**src/hw/rtl/tcw_pkg.sv**
```systemverilog
// Shared types and constants for the text console writer.
// No dependencies; imported by the front end, queue, back end and top level.
package tcw_pkg;

   // Operation codes of an input beat.
   localparam logic [1:0] OP_PUT       = 2'd0;
   localparam logic [1:0] OP_BACKSPACE = 2'd1;
   localparam logic [1:0] OP_READ      = 2'd2;

   // Character and attribute constants.
   localparam logic [7:0]  CHAR_NEWLINE = 8'h0A;
   localparam logic [7:0]  CHAR_BLANK   = 8'h20;
   localparam logic [7:0]  RESET_COLOR  = 8'h0F;
   localparam logic [15:0] RESET_ENTRY  = {RESET_COLOR, CHAR_BLANK};

   // Register index of the colour register on the configuration port.
   localparam logic [1:0] REG_TEXT_COLOR = 2'd0;

   // Widest cell address the parameter ranges allow (64 rows of 128 columns).
   localparam int MAX_ADDR_W = 13;

   // Kinds of work handed from the front end to the back end.
   localparam logic [1:0] CMD_NONE  = 2'd0;
   localparam logic [1:0] CMD_WRITE = 2'd1;
   localparam logic [1:0] CMD_READ  = 2'd2;

   // One classified command in the queue.
   typedef struct packed {
      logic [1:0]            kind;
      logic [MAX_ADDR_W-1:0] addr;
      logic [15:0]           entry;
      logic [10:0]           cursor_index;
      logic                  scrolled;
      logic [MAX_ADDR_W-1:0] blank_base;
      logic [7:0]            blank_attr;
   } tcw_cmd_type;

endpackage

```
**src/hw/rtl/tcw_front.sv**
```systemverilog
// Front end: owns the cursor and the scroll offset, classifies each beat.
// Depends on tcw_pkg; feeds tcw_queue.
module tcw_front
   import tcw_pkg::*;
#(
   parameter int COLUMNS = 80,
   parameter int ROWS    = 25
) (
   input  logic        clock,
   input  logic        reset,
   input  logic        accept,
   input  logic [1:0]  op,
   input  logic [7:0]  char_code,
   input  logic [10:0] cell_index,
   input  logic [7:0]  text_color,
   output tcw_cmd_type cmd
);

   localparam int CELLS = ROWS * COLUMNS;
   localparam int AW    = $clog2(CELLS);
   localparam int CW    = $clog2(COLUMNS);
   localparam int RW    = $clog2(ROWS);
   localparam int XW    = ((AW > 11) ? AW : 11) + 1;

   localparam logic [CW-1:0] LAST_COL   = CW'(COLUMNS - 1);
   localparam logic [RW-1:0] LAST_ROW   = RW'(ROWS - 1);
   localparam logic [AW-1:0] BOTTOM_LIN = AW'(CELLS - COLUMNS);
   localparam logic [AW-1:0] COLS_A     = AW'(COLUMNS);
   localparam logic [AW:0]   CELLS_P    = (AW + 1)'(CELLS);

   logic [CW-1:0] col_ff, col_in;
   logic [RW-1:0] row_ff, row_in;
   logic [AW-1:0] lin_ff, lin_in;
   logic [AW-1:0] top_ff, top_in;

   logic [1:0]    kind;
   logic [15:0]   entry;
   logic          scroll;
   logic          wrap_row;
   logic [AW-1:0] tgt;
   logic [AW-1:0] lin_dec;
   logic          in_range;
   logic [AW:0]   phys_sum;
   logic [AW-1:0] phys;
   logic [AW:0]   top_sum;
   logic [AW-1:0] top_wrap;
   logic [AW+10:0] lin_wide;

   assign lin_dec  = lin_ff - AW'(1);
   assign in_range = XW'(cell_index) < XW'(CELLS);

   // The top row advances round the circular screen buffer on each scroll.
   assign top_sum  = {1'b0, top_ff} + (AW + 1)'(COLUMNS);
   assign top_wrap = (top_sum >= CELLS_P) ? AW'(top_sum - CELLS_P) : AW'(top_sum);

   // Classify the beat and work out the cursor after it.
   always_comb begin
      col_in   = col_ff;
      row_in   = row_ff;
      lin_in   = lin_ff;
      top_in   = top_ff;
      kind     = CMD_NONE;
      entry    = 16'h0000;
      scroll   = 1'b0;
      wrap_row = 1'b0;
      tgt      = lin_ff;
      case (op)
         OP_PUT: begin
            if (char_code == CHAR_NEWLINE) begin
               wrap_row = 1'b1;
            end else begin
               kind  = CMD_WRITE;
               entry = {text_color, char_code};
               if (col_ff == LAST_COL) begin
                  wrap_row = 1'b1;
               end else begin
                  col_in = col_ff + CW'(1);
                  lin_in = lin_ff + AW'(1);
               end
            end
         end
         OP_BACKSPACE: begin
            if (col_ff != '0) begin
               col_in = col_ff - CW'(1);
               lin_in = lin_dec;
               tgt    = lin_dec;
               kind   = CMD_WRITE;
               entry  = {text_color, CHAR_BLANK};
            end else if (row_ff != '0) begin
               row_in = row_ff - RW'(1);
               col_in = LAST_COL;
               lin_in = lin_dec;
               tgt    = lin_dec;
               kind   = CMD_WRITE;
               entry  = {text_color, CHAR_BLANK};
            end
         end
         OP_READ: begin
            tgt = AW'(XW'(cell_index));
            if (in_range) begin
               kind = CMD_READ;
            end
         end
         default: begin
         end
      endcase
      // Moving to the next row; past the last row the screen scrolls.
      if (wrap_row) begin
         col_in = '0;
         if (row_ff == LAST_ROW) begin
            scroll = 1'b1;
            lin_in = BOTTOM_LIN;
            top_in = top_wrap;
         end else begin
            row_in = row_ff + RW'(1);
            lin_in = lin_ff - AW'(col_ff) + COLS_A;
         end
      end
   end

   // Logical cell to physical address, rotated by the top row offset.
   assign phys_sum = {1'b0, tgt} + {1'b0, top_ff};
   assign phys     = (phys_sum >= CELLS_P) ? AW'(phys_sum - CELLS_P) : AW'(phys_sum);
   assign lin_wide = (AW + 11)'(lin_in);

   assign cmd.kind         = kind;
   assign cmd.addr         = MAX_ADDR_W'(phys);
   assign cmd.entry        = entry;
   assign cmd.cursor_index = lin_wide[10:0];
   assign cmd.scrolled     = scroll;
   assign cmd.blank_base   = MAX_ADDR_W'(top_ff);
   assign cmd.blank_attr   = text_color;

   // Cursor and offset registers move only on an accepted beat.
   always_ff @(posedge clock) begin
      if (reset) begin
         col_ff <= '0;
         row_ff <= '0;
         lin_ff <= '0;
         top_ff <= '0;
      end else if (accept) begin
         col_ff <= col_in;
         row_ff <= row_in;
         lin_ff <= lin_in;
         top_ff <= top_in;
      end
   end

endmodule

```
**config.mk**
```make
export PLATFORM = sky130hd
export DESIGN_NAME = tcw_front
export DESIGN_NICKNAME = d
export VERILOG_FILES = /design/src/hw/rtl/tcw_pkg.sv /design/src/hw/rtl/tcw_front.sv
export SDC_FILE = /design/constraint.sdc
export NUM_CORES = 1
export LEC_CHECK = 0
export BUFFER_PORTS_ARGS = -buffer_cell sky130_fd_sc_hd__buf_2
export CAP_MARGIN = 5
export CORE_MARGIN = 8
export CORE_UTILIZATION = 39
export CTS_BUF_LIST = sky130_fd_sc_hd__clkbuf_2 sky130_fd_sc_hd__clkbuf_4 sky130_fd_sc_hd__clkbuf_8
export CTS_CLUSTER_DIAMETER = 80
export DETAILED_ROUTE_END_ITERATION = 6
export PLACE_DENSITY = 0.64
export SLEW_MARGIN = 20
export SYNTH_ARGS = -nofsm -noshare
export SYNTH_HDL_FRONTEND = slang
export SYNTH_SLANG_ARGS = --single-unit
```
**constraint.sdc**
```tcl
create_clock -name clock -period 8.85 [get_ports clock]
set_input_delay 1.77 -clock clock [delete_from_list [all_inputs] [get_ports clock]]
set_output_delay 1.77 -clock clock [all_outputs]
set_load 0.01 [all_outputs]
```
=== Yosys cells after proc, flatten, opt, wreduce, memory -nomap -nowiden ===
Index checks and enable logic that the tools add are counted.

* Flip-flop bits (word level): 34
* Input bits: 32
* Output and inout bits: 64
* Logic and storage cells: 68

* Add/subtract/negate cells: 12
* Order comparisons: 3
* Eq/ne operators: 8
* Mux-type cells: 35
* Reductions and logical operators: 6

{| class="wikitable"
|+ Operator list
! cell !! number
|-
| $mux 11 || 8
|-
| $mux 16 || 3
|-
| $pmux 11 s2 || 2
|-
| $mux 7 || 5
|-
| $pmux 16 s2 || 1
|-
| $mux 5 || 5
|-
| $ge 12x11->1 const B || 2
|-
| $sub 11x11->11 const B || 2
|-
| $pmux 7 s2 || 1
|-
| $add 11x11->12 || 1
|-
| $add 11x7->12 const B || 1
|-
| $add 11x1->11 const B || 1
|-
| $add 11x7->11 const B || 1
|-
| $lt 11x11->1 const B || 1
|-
| $sub 11x1->11 const B || 1
|-
| $sub 11x7->11 || 1
|-
| $eq 8x4->1 const B || 1
|-
| $mux 1 || 8
|-
| $add 7x1->7 const B || 1
|-
| $eq 7x7->1 const B || 1
|-
| $reduce_bool 7->1 || 1
|-
| $sub 7x1->7 const B || 1
|-
| $ne 3x3->1 const B || 2
|-
| $pmux 2 s3 || 1
|-
| 12 further kinds || 12
|}

=== Logic depth before layout (Yosys ltp) ===
* Depth after elaboration: 7
* Gate-level depth with buffers: 18
* Gate-level depth less buffers: 17

=== Least setup slack after synthesis ===
Ideal clock, no wire load.

* Path kind: in2out
* From: input op[0]
* To: output cmd[54] in the netlist's numbering
* Data arrival time: 4928 ps
* Required time: 7080 ps
* Path slack: 2152 ps
* Stages: 14
* Cell sequence: inv_1 -> ha_1 -> clkbuf_1 -> clkbuf_1 -> a41oi_1 -> ha_1 -> fa_1 -> a21o_1 -> a21oi_1 -> xnor2_1 -> nand3b_1 -> o311ai_4 -> o21ai_2 -> mux2_4

{| class="wikitable"
|+ RTL lines
! element !! line !! source
|-
| start: declaration || tcw_front.sv:12 || <nowiki>input logic [1:0] op,</nowiki>
|-
| end: declaration || tcw_front.sv:16 || <nowiki>output tcw_cmd_type cmd</nowiki>
|}

==> metrics.csv <==
metric;value;unit
status;finished clean;
# IOs;96;
Core Region;10800;sq um
die area;14700;sq um
drt pass-1 iters;5;
Mapped Cells;609;
Commonest cells post-synth;nand2_1, a21oi_1, nor2_1;
GR Util met3;3.86;%
Setup Buffers After CTS;0;
worst min path class;reg2reg;
CTS hold repair buffers;0;
Setup crit start kind;primary input;
Finish-stage setup viols;0;
vias;4723;
Synth area leaders;dfxtp_1, ha_1, a21oi_1;
ANT nets after route;0;
sequential fraction of the synthesis area;13.9;%
Critical Path End Type;output pin;
ys async rst share;0;%
Die H;121;um
Comb pwr share;40.8;%
total CTS buffers;5;
drt drc;0;
Placed Instances;800;
Sw Pwr;181;uW
first-pass GRT wire length;22.4;mm
met2 Use GR;30.0;%
cell taking the most area after synthesis;dfxtp_1;
Avg WL per Cell;17.1;um
antenna fix cells;0;
worst r2r path cells;8;
vias in the first global route;4513;
Vias/cell;5.85;
YS warnings;0;
Critical Path End;cmd[54];
syn_area_per_cell;7.11;sq um
CP required;7080;ps
Fin Setup TNS;0;ps
Least-Margin Pin Slew;960;ps
Critical R2R Launch;col_ff[0]$_SDFFE_PP0P_;
DRT iter0 DRCs;465;
relative slew slack;35.6;%
most frequent cell after synthesis;nand2_1;
H-Tree Depth;2;
WL final;13.8;mm
Total Power;461;uW
die width;121;um
global route overflow;0;
Fin. Hold Viols;0;
maximum net fanout on the critical path;30;
RSZ-0062 raised after global routing;no;
post-cts gate resize count;0;
Crit. Startpoint;op[1];
post-layout minimum cycle time;7220;ps
WS Path Type;in2out;
Slew Viols, Final;0;
P per Cell Area;95.4;nW/um^2
placer congestion estimate;0.879;
DP Worst Slack;1670;ps
Synth Register Bits;30;
layout net count;745;
clock network fraction of design power;27.2;%
clk_skew;13.7;ps
sequential share of power;32.0;%
share of cells above drive strength 1;17.8;%
Fmax;139;MHz
final worst path period share;81.6;%
filler cell count;1150;
CP peak stage delay;440;ps
Leak;2.15;nW
row cnt;38;
peak supply drop;59.7;uV
dpl hpwl;10.9;mm
Multi-input gate area;3330;sq um
M1 GR Usage;24.2;%
clk root buf;clkbuf_8;
count of cell types in the netlist;70;
Worst path depth;18;
fin cells;808;
R2R Setup Slk;5490;ps
clock sinks;30;
Post-synth EDFFs;0;
global route hottest layer;met2;
register area;601;sq um
port bufs;87;
Critical Path AT;5450;ps
CP max-delay cell;fa_1;
Int Power;280;uW
largest net degree at the start of global routing;33;
Top FF cell, synth;dfxtp_1;
worst setup margin;1630;ps
CP Cell Sequence;buf_2 -> inv_1 -> ha_1 -> buf_4 -> o21ai_1 -> o31ai_1 -> a21oi_1 -> a41oi_1 -> ha_1 -> fa_1 -> a21o_1 -> a21oi_1 -> xnor2_1 -> nand3b_1 -> o311ai_4 -> o21ai_2 -> mux2_4 -> buf_2;
CTS clk-pin slew, worst paths;80;ps
Worst-Skew Late Latency;300;ps
clock buffer depth;2;
Cell Area, Synth;4330;sq um
Initial Utilization;39.9;%
Area growth syn-to-layout;11.6;%
Worst path top cell family by delay;compound AO/OA/AOI/OAI gates;
Bufs and invs on worst path;4;
Synth top area share;13.9;%
sw frac;39.2;%
R2R Path End;col_ff[4]$_SDFFE_PP0P_;
initial antenna violation count;0;
gr usage total;18.5;%
# Max-Cap Violations;0;
CTS tree;yes;
## layout make-up
class                           instances  area share, %
Clock buffer                            7           1.86
Clock inverter                          1          0.104
Inverter                               43           3.34
Multi-Input combinational cell        495           68.9
Sequential cell                        30           12.4
Tap cell                              140           3.62
Timing Repair Buffer                   92           9.78
## metal layers
layer / up-vias / share of wire (%)
li1: 2299 / -
met5: - / 0
met1: 2190 / 45
met4: 0 / 2.0
met2: 209 / 44
met3: 25 / 8.4
## power by group through the flow
| stage | Sequential, mW | Clock [mW] | Combinational, mW |
|---|---|---|---|
| 5_1_grt | 0.149 | 0.132 | 0.209 |
| 3_5_place_dp | 0.151 | 0 | 0.187 |
| 4_1_cts | 0.148 | 0.129 | 0.188 |
| 2_1_floorplan | 0.146 | 0 | 0.137 |
| 6_report | 0.148 | 0.125 | 0.188 |
| 3_3_place_gp | 0.151 | 0 | 0.185 |
## cells by family after synthesis
| logic type | synth area share [%] |
|---|---|
| AO/OA/AOI/OAI | 28.1 |
| other | 0.0866 |
| AND/OR/NAND/NOR | 28.3 |
| flip-flops | 13.9 |
| adder cells (fa/ha/maj) | 13.6 |
| multiplexers | 1.33 |
| buffers and inverters | 9.85 |
| XOR/XNOR | 4.85 |
## per-stage QoR
| step | hold WS, ps | instance area (sq um) | utilization (%) |
|---|---|---|---|
| detailed placement | 535 | 4740 | 43.7 |
| global route | 577 | 4830 | 44.6 |
| CTS | 546 | 4830 | 44.6 |
| floorplan | 508 | 4360 | - |
| finish | 549 | 4830 | 44.6 |
| global placement | 539 | 4740 | 43.7 |
## tightest hold or removal path: stages, from the launching register on
cell and delay, ps:
dfxtp_1 340, a21oi_1 130, nor2_1 40
## how the worst min path moves through the flow
stage | start | endpoint | slack (ps) | cells after the start
after CTS | col_ff[1]$_SDFFE_PP0P_ | col_ff[1]$_SDFFE_PP0P_ | 550 | 2
after global routing | col_ff[1]$_SDFFE_PP0P_ | col_ff[1]$_SDFFE_PP0P_ | 580 | 2
after floorplan | row_ff[1]$_SDFFE_PP0P_ | row_ff[1]$_SDFFE_PP0P_ | 510 | 2
after detailed placement | col_ff[1]$_SDFFE_PP0P_ | col_ff[1]$_SDFFE_PP0P_ | 530 | 2
final | col_ff[1]$_SDFFE_PP0P_ | col_ff[1]$_SDFFE_PP0P_ | 550 | 2
after global placement | col_ff[1]$_SDFFE_PP0P_ | col_ff[1]$_SDFFE_PP0P_ | 540 | 2
## registers in the layout, summed over array words and instances (netlist names)
register and count:
row_ff 5, lin_ff 11, top_ff 7, col_ff 7
## cell usage in the layout (no fill, tap or decap), types with 7 or more instances in the layout
cell type and instances:
conb_1 8, nor2_1 49, and2_1 17, nand2_1 55, nor3_1 17, a21o_1 7
a211oi_1 16, o21ai_0 29, inv_1 43, o211ai_1 11, dfxtp_1 30, nand3_1 30
xnor2_1 21, a31oi_1 15, or3_1 8, ha_1 44, a21oi_1 51, nand4_1 9
buf_2 87
(Power assumes the default switching activity.)
