**config.mk**
```make
export PLATFORM = sky130hd
export DESIGN_NAME = tcw_queue
export DESIGN_NICKNAME = d
export VERILOG_FILES = /design/src/hw/rtl/tcw_pkg.sv /design/src/hw/rtl/tcw_queue.sv
export SDC_FILE = /design/constraint.sdc
export NUM_CORES = 1
export LEC_CHECK = 0
export BUFFER_PORTS_ARGS = -buffer_cell sky130_fd_sc_hd__buf_2
export CORE_UTILIZATION = 35
export CTS_CLUSTER_DIAMETER = 40
export DETAILED_ROUTE_END_ITERATION = 6
export PLACE_DENSITY = 0.63
export SYNTH_ARGS = -nofsm -noshare
export SYNTH_HDL_FRONTEND = slang
export SYNTH_SLANG_ARGS = --single-unit
```
**constraint.sdc**
```tcl
create_clock -name clock -period 5.2 [get_ports clock]
set_clock_uncertainty 0.2 [all_clocks]
set_input_delay 1.04 -clock clock [delete_from_list [all_inputs] [get_ports clock]]
set_output_delay 1.04 -clock clock [all_outputs]
set_load 0.005 [all_outputs]
```
**src/hw/rtl/tcw_pkg.sv**
```systemverilog
// Shared types and constants for the text console writer.
// No dependencies; imported by the front end, queue, back end and top level.
package tcw_pkg;

   // Operation codes of an input beat.
   localparam logic [1:0] OP_PUT       = 2'd0;
   localparam logic [1:0] OP_BACKSPACE = 2'd1;
   localparam logic [1:0] OP_READ      = 2'd2;

   // Character and attribute constants.
   localparam logic [7:0]  CHAR_NEWLINE = 8'h0A;
   localparam logic [7:0]  CHAR_BLANK   = 8'h20;
   localparam logic [7:0]  RESET_COLOR  = 8'h0F;
   localparam logic [15:0] RESET_ENTRY  = {RESET_COLOR, CHAR_BLANK};

   // Register index of the colour register on the configuration port.
   localparam logic [1:0] REG_TEXT_COLOR = 2'd0;

   // Widest cell address the parameter ranges allow (64 rows of 128 columns).
   localparam int MAX_ADDR_W = 13;

   // Kinds of work handed from the front end to the back end.
   localparam logic [1:0] CMD_NONE  = 2'd0;
   localparam logic [1:0] CMD_WRITE = 2'd1;
   localparam logic [1:0] CMD_READ  = 2'd2;

   // One classified command in the queue.
   typedef struct packed {
      logic [1:0]            kind;
      logic [MAX_ADDR_W-1:0] addr;
      logic [15:0]           entry;
      logic [10:0]           cursor_index;
      logic                  scrolled;
      logic [MAX_ADDR_W-1:0] blank_base;
      logic [7:0]            blank_attr;
   } tcw_cmd_type;

endpackage

```
**src/hw/rtl/tcw_queue.sv**
```systemverilog
// Short command queue between the front end and the back end.
// Depends on tcw_pkg for the command type.
module tcw_queue
   import tcw_pkg::*;
#(
   parameter int DEPTH = 2
) (
   input  logic        clock,
   input  logic        reset,
   input  logic        push,
   input  tcw_cmd_type push_cmd,
   input  logic        pop,
   output tcw_cmd_type head,
   output logic        empty,
   output logic        full
);

   localparam int PW = $clog2(DEPTH);
   localparam int NW = $clog2(DEPTH + 1);
   localparam logic [PW-1:0] LAST_SLOT = PW'(DEPTH - 1);

   tcw_cmd_type   slots_ff [DEPTH];
   logic [PW-1:0] wr_ptr_ff, wr_ptr_in;
   logic [PW-1:0] rd_ptr_ff, rd_ptr_in;
   logic [NW-1:0] count_ff, count_in;

   assign empty = (count_ff == '0);
   assign full  = (count_ff == NW'(DEPTH));
   assign head  = slots_ff[rd_ptr_ff];

   // Pointer and fill count bookkeeping.
   always_comb begin
      wr_ptr_in = wr_ptr_ff;
      rd_ptr_in = rd_ptr_ff;
      count_in  = count_ff;
      if (push) begin
         wr_ptr_in = (wr_ptr_ff == LAST_SLOT) ? '0 : wr_ptr_ff + PW'(1);
      end
      if (pop) begin
         rd_ptr_in = (rd_ptr_ff == LAST_SLOT) ? '0 : rd_ptr_ff + PW'(1);
      end
      if (push && !pop) begin
         count_in = count_ff + NW'(1);
      end else if (pop && !push) begin
         count_in = count_ff - NW'(1);
      end
   end

   always_ff @(posedge clock) begin
      if (reset) begin
         wr_ptr_ff <= '0;
         rd_ptr_ff <= '0;
         count_ff  <= '0;
      end else begin
         wr_ptr_ff <= wr_ptr_in;
         rd_ptr_ff <= rd_ptr_in;
         count_ff  <= count_in;
      end
   end

   // Command storage.
   always_ff @(posedge clock) begin
      if (push) begin
         slots_ff[wr_ptr_ff] <= push_cmd;
      end
   end

endmodule

```
After elaboration in Yosys (flattened, before gate mapping)
Memories as Yosys holds them, arrays and structs flattened. A register that Yosys moved wholly into a read port is not among the register bits.
Index checks and enable logic that the tools add are counted.
Word-level totals
  bits in registers: 4
  bits in writable memories: 128
  input bits: 68
  memories: 1
Memories
  slots_ff: words 2, bits a word 64, read ports 1, clocked after memory_dff 1, wr ports 1, RTL line tcw_queue.sv:22  | tcw_cmd_type slots_ff [DEPTH];
Operators by class
  add/sub/neg operators: 4
  equality and inequality tests: 1
  mux-type cells: 8
  reduce and logical (&&, ||, !) cells: 6
Operator list (number)
  $mux W1: 6
  $mux W2: 2
  $add A1 B1 Y1 const B: 2
  $add A2 B1 Y2 const B: 1
  $eq A2 B2 Y1 const B: 1
  $logic_and A1 B1 Y1: 2
  $logic_not A1 Y1: 2
  $logic_not A2 Y1: 1
  $reduce_bool A2 Y1: 1
  $sub A2 B1 Y2 const B: 1

Longest topological paths before layout
Gate-level depths: netlist of run 1.
  depth in word-level cells: 4
  gate-level depth with buffers: 5
  mapped depth without buffers: 5

Worst setup path before layout of run 1
OpenSTA, ideal clock, no wires.
  kind: input-to-reg
  start point: input port push
  end point: memory slots_ff[0][0] (netlist bit) (enable)
  setup time: 494 ps
  arrival: 3854 ps
  data required time: 4506 ps
  setup slack: 652 ps
  stages on the path: 1
  buffers on the path: 0
  cells stage by stage: nor2b_1
On the way
  longest elaborated chain between the ends: 2
RTL lines
  start, declared: RTL line tcw_queue.sv:10  | input logic push,
  $mux W1: RTL line tcw_queue.sv:63  | if (push) begin
  $mux W1 (not written as such): RTL line tcw_queue.sv:64  | slots_ff[wr_ptr_ff] <= push_cmd;
  end, declared: RTL line tcw_queue.sv:22
No other way between the ends.

==> metrics.txt, run 1 <==
final net count between 400 and 500; Clk Latency, worst-skew pair 0.41 ns; Port Buffers 133; Worst Setup End Kind output port; FF-to-FF path depth 1; Hold Slack roughly 0.31 ns; internal cell power approximately 2.0 mW; diodes inserted 0; register area share after synthesis ~81%; H-tree depth 4; setup TNS 0 ns; TritonRoute pass-1 iters 4; Die ar. around 14000 sq um; Core Rows 42; clk sinks between 100 and 150; R2R Path End slots_ff[1][24]; worst hold path type register to register; #FFs+latches synth between 100 and 150; Clock Power Share 41.9%; R2R setup slack roughly 3.4 ns; Post-Place Cells 526; Core Util, Final around 47%; Filler cells between 1k and 1.5k; maxcap violations 0; CP Data Required Time 3.96 ns; CTS tree yes; power per cell area 413 nW/um^2; grt ovf 0; DP HPWL about 5300 microns; RR Startpoint wr_ptr_ff; clock root cell clkbuf_16; Largest stage delay, worst path about 0.81 ns; placed cell area between 5000 and 6000 sq um; Finished Layout Cells between 500 and 600; largest net degree at the start of global routing 65; syn_area_per_cell around 22 sq um; Final WS setup between 1.5 and 2 ns; static leakage roughly 2.3 nW; Routed WL between 8000 and 9000 microns; main area contributors after synthesis edfxtp_1, mux2_2, dfxtp_1; Net Sw Power between 0.5 and 0.6 mW; Max Root-Sink Buffers 2; first-pass GRT wire length roughly 13000 microns; Final Wtd Congestion roughly 0.65; min-delay src count_ff[1]; Final min period approximately 3.6 ns; Final Power ~2.6 mW; antenna violations before repair 0; I/O pin total 134; crit-path cells buf_4 > mux2_2 > buf_2; Tot GR Track Use between 10% and 20%; Sw Ratio 20.7%; Routed Antenna Nets 0; via/cell ratio 4.40; core area ~13000 sq um; vias in the first global route 2632; worst slack, placed between 2 and 2.5 ns; Fin. Hold Viols 0; Reg power frac 49.5%; WHS Endpoint count_ff[1]; post-synth top area share slightly below 80%; 1st-iter DRT viols 143; status completed; WHS Path Cells 2; routed len/inst between 15 and 20 microns; most common cell after layout, fill and taps aside buf_2; Synth Warn # 0; Gate Count Post-Synth ~220; CP Buf/Inv Count 2; syn_nets 290; Die Y around 120 microns; # Post-CTS Setup Buffers 0; Slew HR approximately 40%; most frequent cells in the layout buf_2, edfxtp_1, mux2_2; Slew Limit Fails 0; clock-pin slew on the worst setup and hold paths approximately 0.06 ns; residual DRC count 0; Worst path slowest cell dfxtp_2; hold buffer count at CTS 0; Initial Utilization a little over a third; Worst Max-Slew Pin Slew just under 0.9 ns; Gate power share ~8.6%; RSZ-0062 raised after global routing false; Crit Path Max Fanout 35; final setup fails 0; PostCTS Resize Cnt 0; CP arrival between 2 and 2.5 ns; fin area around 6200 sq um; Inserted Clock Buffers 17; crit share post-route approximately 68%; fmax about 0.28 GHz; post-synth top area cell edfxtp_1; family with the most delay on the worst path flip-flops; Mapped Area 4850 sq um; Unique masters post-synth 16; layout cells sized above 1 between 60 and 70%; P&R area growth vs syn 28.7%; DR vias between 2k and 2.5k; Die X between 100 and 150 microns; Max VDD drop 0.000230 V; Crit Path Category register to output port; critical path startpoint category register
## routing by layer
| metal | track usage (%) | routed length [microns] | vias to the layer above |
|---|---|---|---|
| met5 | 0 | 0 | - |
| met4 | 5.86 | 77 | 0 |
| met3 | 5.56 | 575 | 9 |
| met2 | 20.5 | 4220 | 90 |
| met1 | 14.7 | 3630 | 1191 |
| li1 | - | - | 1165 |
## cells in the mapped netlist
library cell	instances
inv_1	1
buf_4	1
dfxtp_1	5
xnor2_1	2
o21ai_0	1
and2b_2	1
nor2_1	5
a21oi_1	1
nor2b_1	1
xor2_1	2
ha_1	1
or3_1	1
buf_6	6
mux2_2	64
and2_1	1
edfxtp_1	128
## power groups by stage
stage | Clock (mW) | Combinational (mW) | Sequential, mW
6_report | 1.08 | 0.222 | 1.28
5_1_grt | 1.16 | 0.245 | 1.28
2_1_floorplan | 0 | 0.131 | 1.29
4_1_cts | 1.12 | 0.229 | 1.28
3_3_place_gp | 0 | 0.224 | 1.29
3_5_place_dp | 0 | 0.227 | 1.30
## registers in the layout, indices dropped and copies added, names as in the netlist, named ones only
name / count
count_ff: 2
rd_ptr_ff: 1
slots_ff: 128
wr_ptr_ff: 1
## final cells by class
class | instances | area (sq um) | area share (%)
Clock buffer | 23 | 468 | 7.50
Clock inverter | 9 | 80.1 | 1.28
Inverter | 1 | 3.75 | 0.0602
Multi-Input combinational cell | 80 | 835 | 13.4
Sequential cell | 133 | 3950 | 63.2
Tap cell | 176 | 220 | 3.53
Timing Repair Buffer | 136 | 688 | 11.0
## worst max path at each step
stage	depth (start not counted)	startpoint	end
floorplan	1	push	slots_ff[0][0]
global placement	3	register	head[33]
detailed placement	3	register	head[33]
CTS	3	register	head[33]
global route	3	register	head[24]
finish	3	register	head[19]
## cell families (layout without fill, tap and decap cells)
kind of cell	Yosys count	after routing	synth area share, %
AND/OR/NAND/NOR	9	9	0.955
multiplexers	64	64	14.9
XOR/XNOR	4	4	0.723
buffers and inverters	8	169	1.63
flip-flops	133	133	81.4
adder cells (fa/ha/maj)	1	1	0.258
AO/OA/AOI/OAI	2	2	0.206
No activity file was read; power rests on OpenSTA's default activity.
==> run 2, diff against run 1 <==
--- a/config.mk
+++ b/config.mk
@@ -9,7 +9,7 @@
 export CORE_UTILIZATION = 35
 export CTS_CLUSTER_DIAMETER = 40
 export DETAILED_ROUTE_END_ITERATION = 6
-export PLACE_DENSITY = 0.63
+export PLACE_DENSITY = 0.65
 export SYNTH_ARGS = -nofsm -noshare
 export SYNTH_HDL_FRONTEND = slang
 export SYNTH_SLANG_ARGS = --single-unit
==> constraint.sdc (replaced) <==
create_clock -name clock -period 3.05 [get_ports clock]
set_clock_uncertainty 0.2 [all_clocks]
set_input_delay 0.61 -clock clock [delete_from_list [all_inputs] [get_ports clock]]
set_output_delay 0.61 -clock clock [all_outputs]
set_load 0.005 [all_outputs]
==> run 2 against run 1 <==
Routed wire length grew 0.47%. Critical path depth did not move. Via count up 1.8%. Non-clock buffer count up 1. Setup slack got worse by 1.2 ns. Flip-flop and latch count unchanged. Clock power grew 65%. Utilization is 0.084 points higher. Cell count is 0.18% higher. Sequential share of layout area is 0.074 points lower. Largest power group unchanged.
==> metrics.txt, run 2 (synthesis gave the netlist of run 1 again) <==
status completed; Hold Slack between 0.15 and 0.2 ns; antenna violations before repair 0; Max VDD drop ~0.00032 V; Core Rows 42; crit share post-route 86.8%; largest net degree at the start of global routing 37; 1st-iter DRT viols ~140; final setup fails 0; Routed WL between 8000 and 9000 microns; worst hold path type input pin to register; critical path startpoint category register; power per cell area just under 700 nW/um^2; Worst Setup End Kind output port; first-pass GRT wire length between 10000 and 15000 microns; Crit Path Category register to output port; Fin. Hold Viols 0; final net count approximately 440; P&R area growth vs syn 29.0%; most frequent cells in the layout buf_2, edfxtp_1, mux2_2; Die Y about 120 microns; Final min period between 2 and 3 ns; Die X 120 microns; core area ~13000 sq um; Filler cells ~1.2k; Worst path slowest cell dfxtp_4; H-tree depth 4; FF-to-FF path depth 2; max reg flops ~130; Die ar. 14300 sq um; WHS Path Cells 1; layout cells sized above 1 about three fifths; Clk Latency, worst-skew pair roughly 0.4 ns; Initial Utilization between 30% and 40%; residual DRC count 0; CP Data Required Time ~2.2 ns; PostCTS Resize Cnt 0; DP HPWL about 5300 microns; CP arrival between 1.5 and 2 ns; DR vias about 2.5k; diodes inserted 0; Max Root-Sink Buffers 2; Top reg by flops slots_ff; clock-pin slew on the worst setup and hold paths roughly 0.050 ns; Tot GR Track Use 12.8%; Worst Max-Slew Pin Slew approximately 0.47 ns; TritonRoute pass-1 iters 4; fmax 0.378 GHz; hold buffer count at CTS 0; CTS tree yes; Core Util, Final between 40% and 50%; via/cell ratio approximately 4.5; Port Buffers about 130; vias in the first global route ~2.6k; I/O pin total between 100 and 150; routed len/inst around 15 microns; Final Wtd Congestion 0.685; clk sinks about 130; Slew Limit Fails 0; Slew HR 68.6%; most common cell after layout, fill and taps aside buf_2; setup TNS 0 ns; Routed Antenna Nets 0; # Post-CTS Setup Buffers 0; Inserted Clock Buffers 17; grt ovf 0; largest registers slots_ff (128), count_ff (2); static leakage around 2.3 nW; crit-path cells buf_12 > mux2_2 > buf_2; Crit Path Max Fanout 36; RSZ-0062 raised after global routing false; Largest stage delay, worst path 0.61 ns; clock root cell clkbuf_16; maxcap violations 0
==> run 2: cell types whose count changed in the layout (fill, tap and decap cells not counted), sizes merged <==
cell | previous run | this run
clkbuf | 23 | 19
clkinvlp | 4 | 3
buf | 136 | 137
clkinv | 4 | 9
==> run 2: path summary, 6_finish.rpt <==
path | from | end | slack, ns
worst max-delay path | register | head[49] | 0.40
worst min-delay path | push_cmd[40] | slots_ff[0][40] | 0.19
worst max register to register | wr_ptr_ff | slots_ff[1][37] | 1.34
worst min register to register | count_ff[1] | count_ff[1] | 0.31
==> run 2: routing by layer <==
metal | global-route usage (%) | vias up | wire length (microns)
met5 | 0 | - | 0
met4 | 7.73 | 0 | 177
met2 | 19.9 | 92 | 4160
met1 | 15.3 | 1221 | 3710
met3 | 4.47 | 14 | 494
li1 | - | 1173 | -
==> run 2: critical path, delay by kind of cell (launching register included) <==
kind / cells / cell delay, ns
mux: 1 / 0.37
flops: 1 / 0.61
buf+inv: 2 / 0.42
==> run 2: metrics by stage <==
step / instances / setup slack [ns] / power [mW] / instance area (sq um)
final: 559 / 0.401 / 4.34 / 6250
after detailed placement: 527 / 0.795 / 2.61 / 5730
after global routing: 559 / 0.290 / 4.52 / 6250
after CTS: 559 / 0.341 / 4.42 / 6250
after floorplan: 221 / 0.129 / 2.42 / 4850
after global placement: 527 / 0.812 / 2.60 / 5730
==> run 2: final cells by class <==
class / instances / area, sq um / area share [%]
Sequential cell: 133 / 3950 / 63.2
Tap cell: 176 / 220 / 3.52
Clock inverter: 13 / 91.3 / 1.46
Timing Repair Buffer: 137 / 721 / 11.5
Multi-Input combinational cell: 80 / 835 / 13.4
Clock buffer: 19 / 433 / 6.93
Inverter: 1 / 3.75 / 0.0600
==> run 2: where the power goes <==
group	switching, mW	internal, mW	leakage (nW)	total [mW]
clock network	0.686	1.10	0.250	1.78
logic	0.181	0.208	0.849	0.388
registers	0.0413	2.13	1.24	2.17
==> run 3, diff against run 2 <==
--- a/config.mk
+++ b/config.mk
@@ -9,7 +9,7 @@
 export CORE_UTILIZATION = 35
 export CTS_CLUSTER_DIAMETER = 40
 export DETAILED_ROUTE_END_ITERATION = 6
-export PLACE_DENSITY = 0.65
+export PLACE_DENSITY = 0.63
 export SYNTH_ARGS = -nofsm -noshare
 export SYNTH_HDL_FRONTEND = slang
 export SYNTH_SLANG_ARGS = --single-unit
==> constraint.sdc (replaced) <==
create_clock -name clock -period 3.3 [get_ports clock]
set_clock_uncertainty 0.2 [all_clocks]
set_input_delay 0.66 -clock clock [delete_from_list [all_inputs] [get_ports clock]]
set_output_delay 0.66 -clock clock [all_outputs]
set_load 0.005 [all_outputs]
==> run 3 against run 2 <==
First-iteration DRC count fell by 35%. Largest cell class unchanged. Critical endpoint is now head[21]. Flip-flop and latch count is the same. Critical path type unchanged. Sequential share of layout area is 0.72 points lower.
==> metrics.txt, run 3 (synthesis gave the netlist of run 1 again) <==
setup TNS 0 ns; crit-path cells mux2_2 > buf_2; clock-pin slew on the worst setup and hold paths roughly 0.060 ns; Die X ~120 microns; Die Y approximately 120 microns; antenna violations before repair 0; max reg flops approximately 130; Crit Path Max Fanout 64; 1st-iter DRT viols between 90 and 100; Port Buffers 133; maxcap violations 0; Tot GR Track Use 12.6%; clk sinks around 130; P&R area growth vs syn 30.5%; Largest stage delay, worst path a little over 0.9 ns; TritonRoute pass-1 iters 5; hold buffer count at CTS 0; CP Data Required Time roughly 2.4 ns; Clk Latency, worst-skew pair approximately 0.41 ns; Top reg by flops slots_ff; worst slack, placed between 0.9 and 1 ns; DR vias 2471; final setup fails 0; DP HPWL 5010 microns; status completed; Final min period roughly 2.8 ns; critical path startpoint category register; largest registers slots_ff (128), count_ff (2); largest net degree at the start of global routing 65; CTS tree yes; grt ovf 0; most frequent cells in the layout buf_2, edfxtp_1, mux2_2; vias in the first global route 2678; crit share post-route a little over four fifths; most common cell after layout, fill and taps aside buf_2; diodes inserted 0; core area roughly 13000 sq um; Slew HR between 40% and 50%; fmax approximately 0.36 GHz; Routed Antenna Nets 0; Slew Limit Fails 0; Final Wtd Congestion approximately 0.65; power per cell area 689 nW/um^2; static leakage between 2 and 2.5 nW; Final WS setup around 0.52 ns; family with the most delay on the worst path flip-flops; Max VDD drop approximately 0.0004 V; Worst Max-Slew Pin Slew around 0.9 ns; Hold Slack roughly 0.24 ns; worst hold path type input pin to register; fin area between 6000 and 7000 sq um; Max Root-Sink Buffers 2; H-tree depth 4; Routed WL ~8300 microns; placed cell area around 5700 sq um; PostCTS Resize Cnt 0; Worst path slowest cell dfxtp_4; I/O pin total approximately 130; CP Buf/Inv Count 1; Die ar. about 14000 sq um; first-pass GRT wire length ~13000 microns; Fin. Hold Viols 0; Inserted Clock Buffers 17; routed len/inst 14.9 microns; residual DRC count 0; CP arrival between 1.5 and 2 ns; Initial Utilization between 30% and 40%; RSZ-0062 raised after global routing false; # Post-CTS Setup Buffers 0; Core Rows 42; final net count approximately 440; Final Power roughly 4.4 mW; Crit Path Category register to output port; Worst Setup End Kind output port; clock root cell clkbuf_16; via/cell ratio 4.44; layout cells sized above 1 60.9%
## run 3: cell count changes in the layout (fill, tap and decap cells not counted)
| cell | before | now |
|---|---|---|
| clkinv_1 | 5 | 3 |
| bufinv_16 | 1 | 5 |
| buf_12 | 2 | 0 |
| clkbuf_1 | 2 | 0 |
| clkinv_4 | 0 | 2 |
| clkinv_2 | 4 | 2 |
## run 3: stage by stage
step                      util (%)  cells
after detailed placement      42.4    525
after floorplan                  -    221
after global placement        42.4    525
after CTS                     47.2    557
final                         47.2    557
after global routing          47.2    557
## run 3: worst paths after layout
path	cells after the start	startpoint	slack [ns]	endpoint
worst min-delay path	1	push_cmd[33]	0.24	slots_ff[1][33]
worst max-delay path	2	register	0.52	head[21]
worst max register to register	1	wr_ptr_ff	1.52	slots_ff[1][51]
worst min register to register	2	count_ff[1]	0.30	count_ff[1]
## run 3: final cells by class
type	count	area, sq um
fillers	1167	7080
flip-flops and latches	133	3950
multi-input cells	80	835
repair buffers	135	681
clock buffers	17	425
well taps	176	220
clock inverters	15	211
inverters	1	3.75
## run 3: layer usage
metal  up-vias  GRT usage (%)  wire length [microns]
li1       1167              -                      -
met3        15           4.61                    465
met5         -              0                      0
met4         0           7.03                    196
met2        87           20.4                   4180
met1      1202           14.3                   3440
## run 3: where the power goes
group | internal, mW | switching [mW] | total [mW]
clock | 1.33 | 0.672 | 2.00
sequential | 1.97 | 0.0550 | 2.03
combinational | 0.185 | 0.144 | 0.329
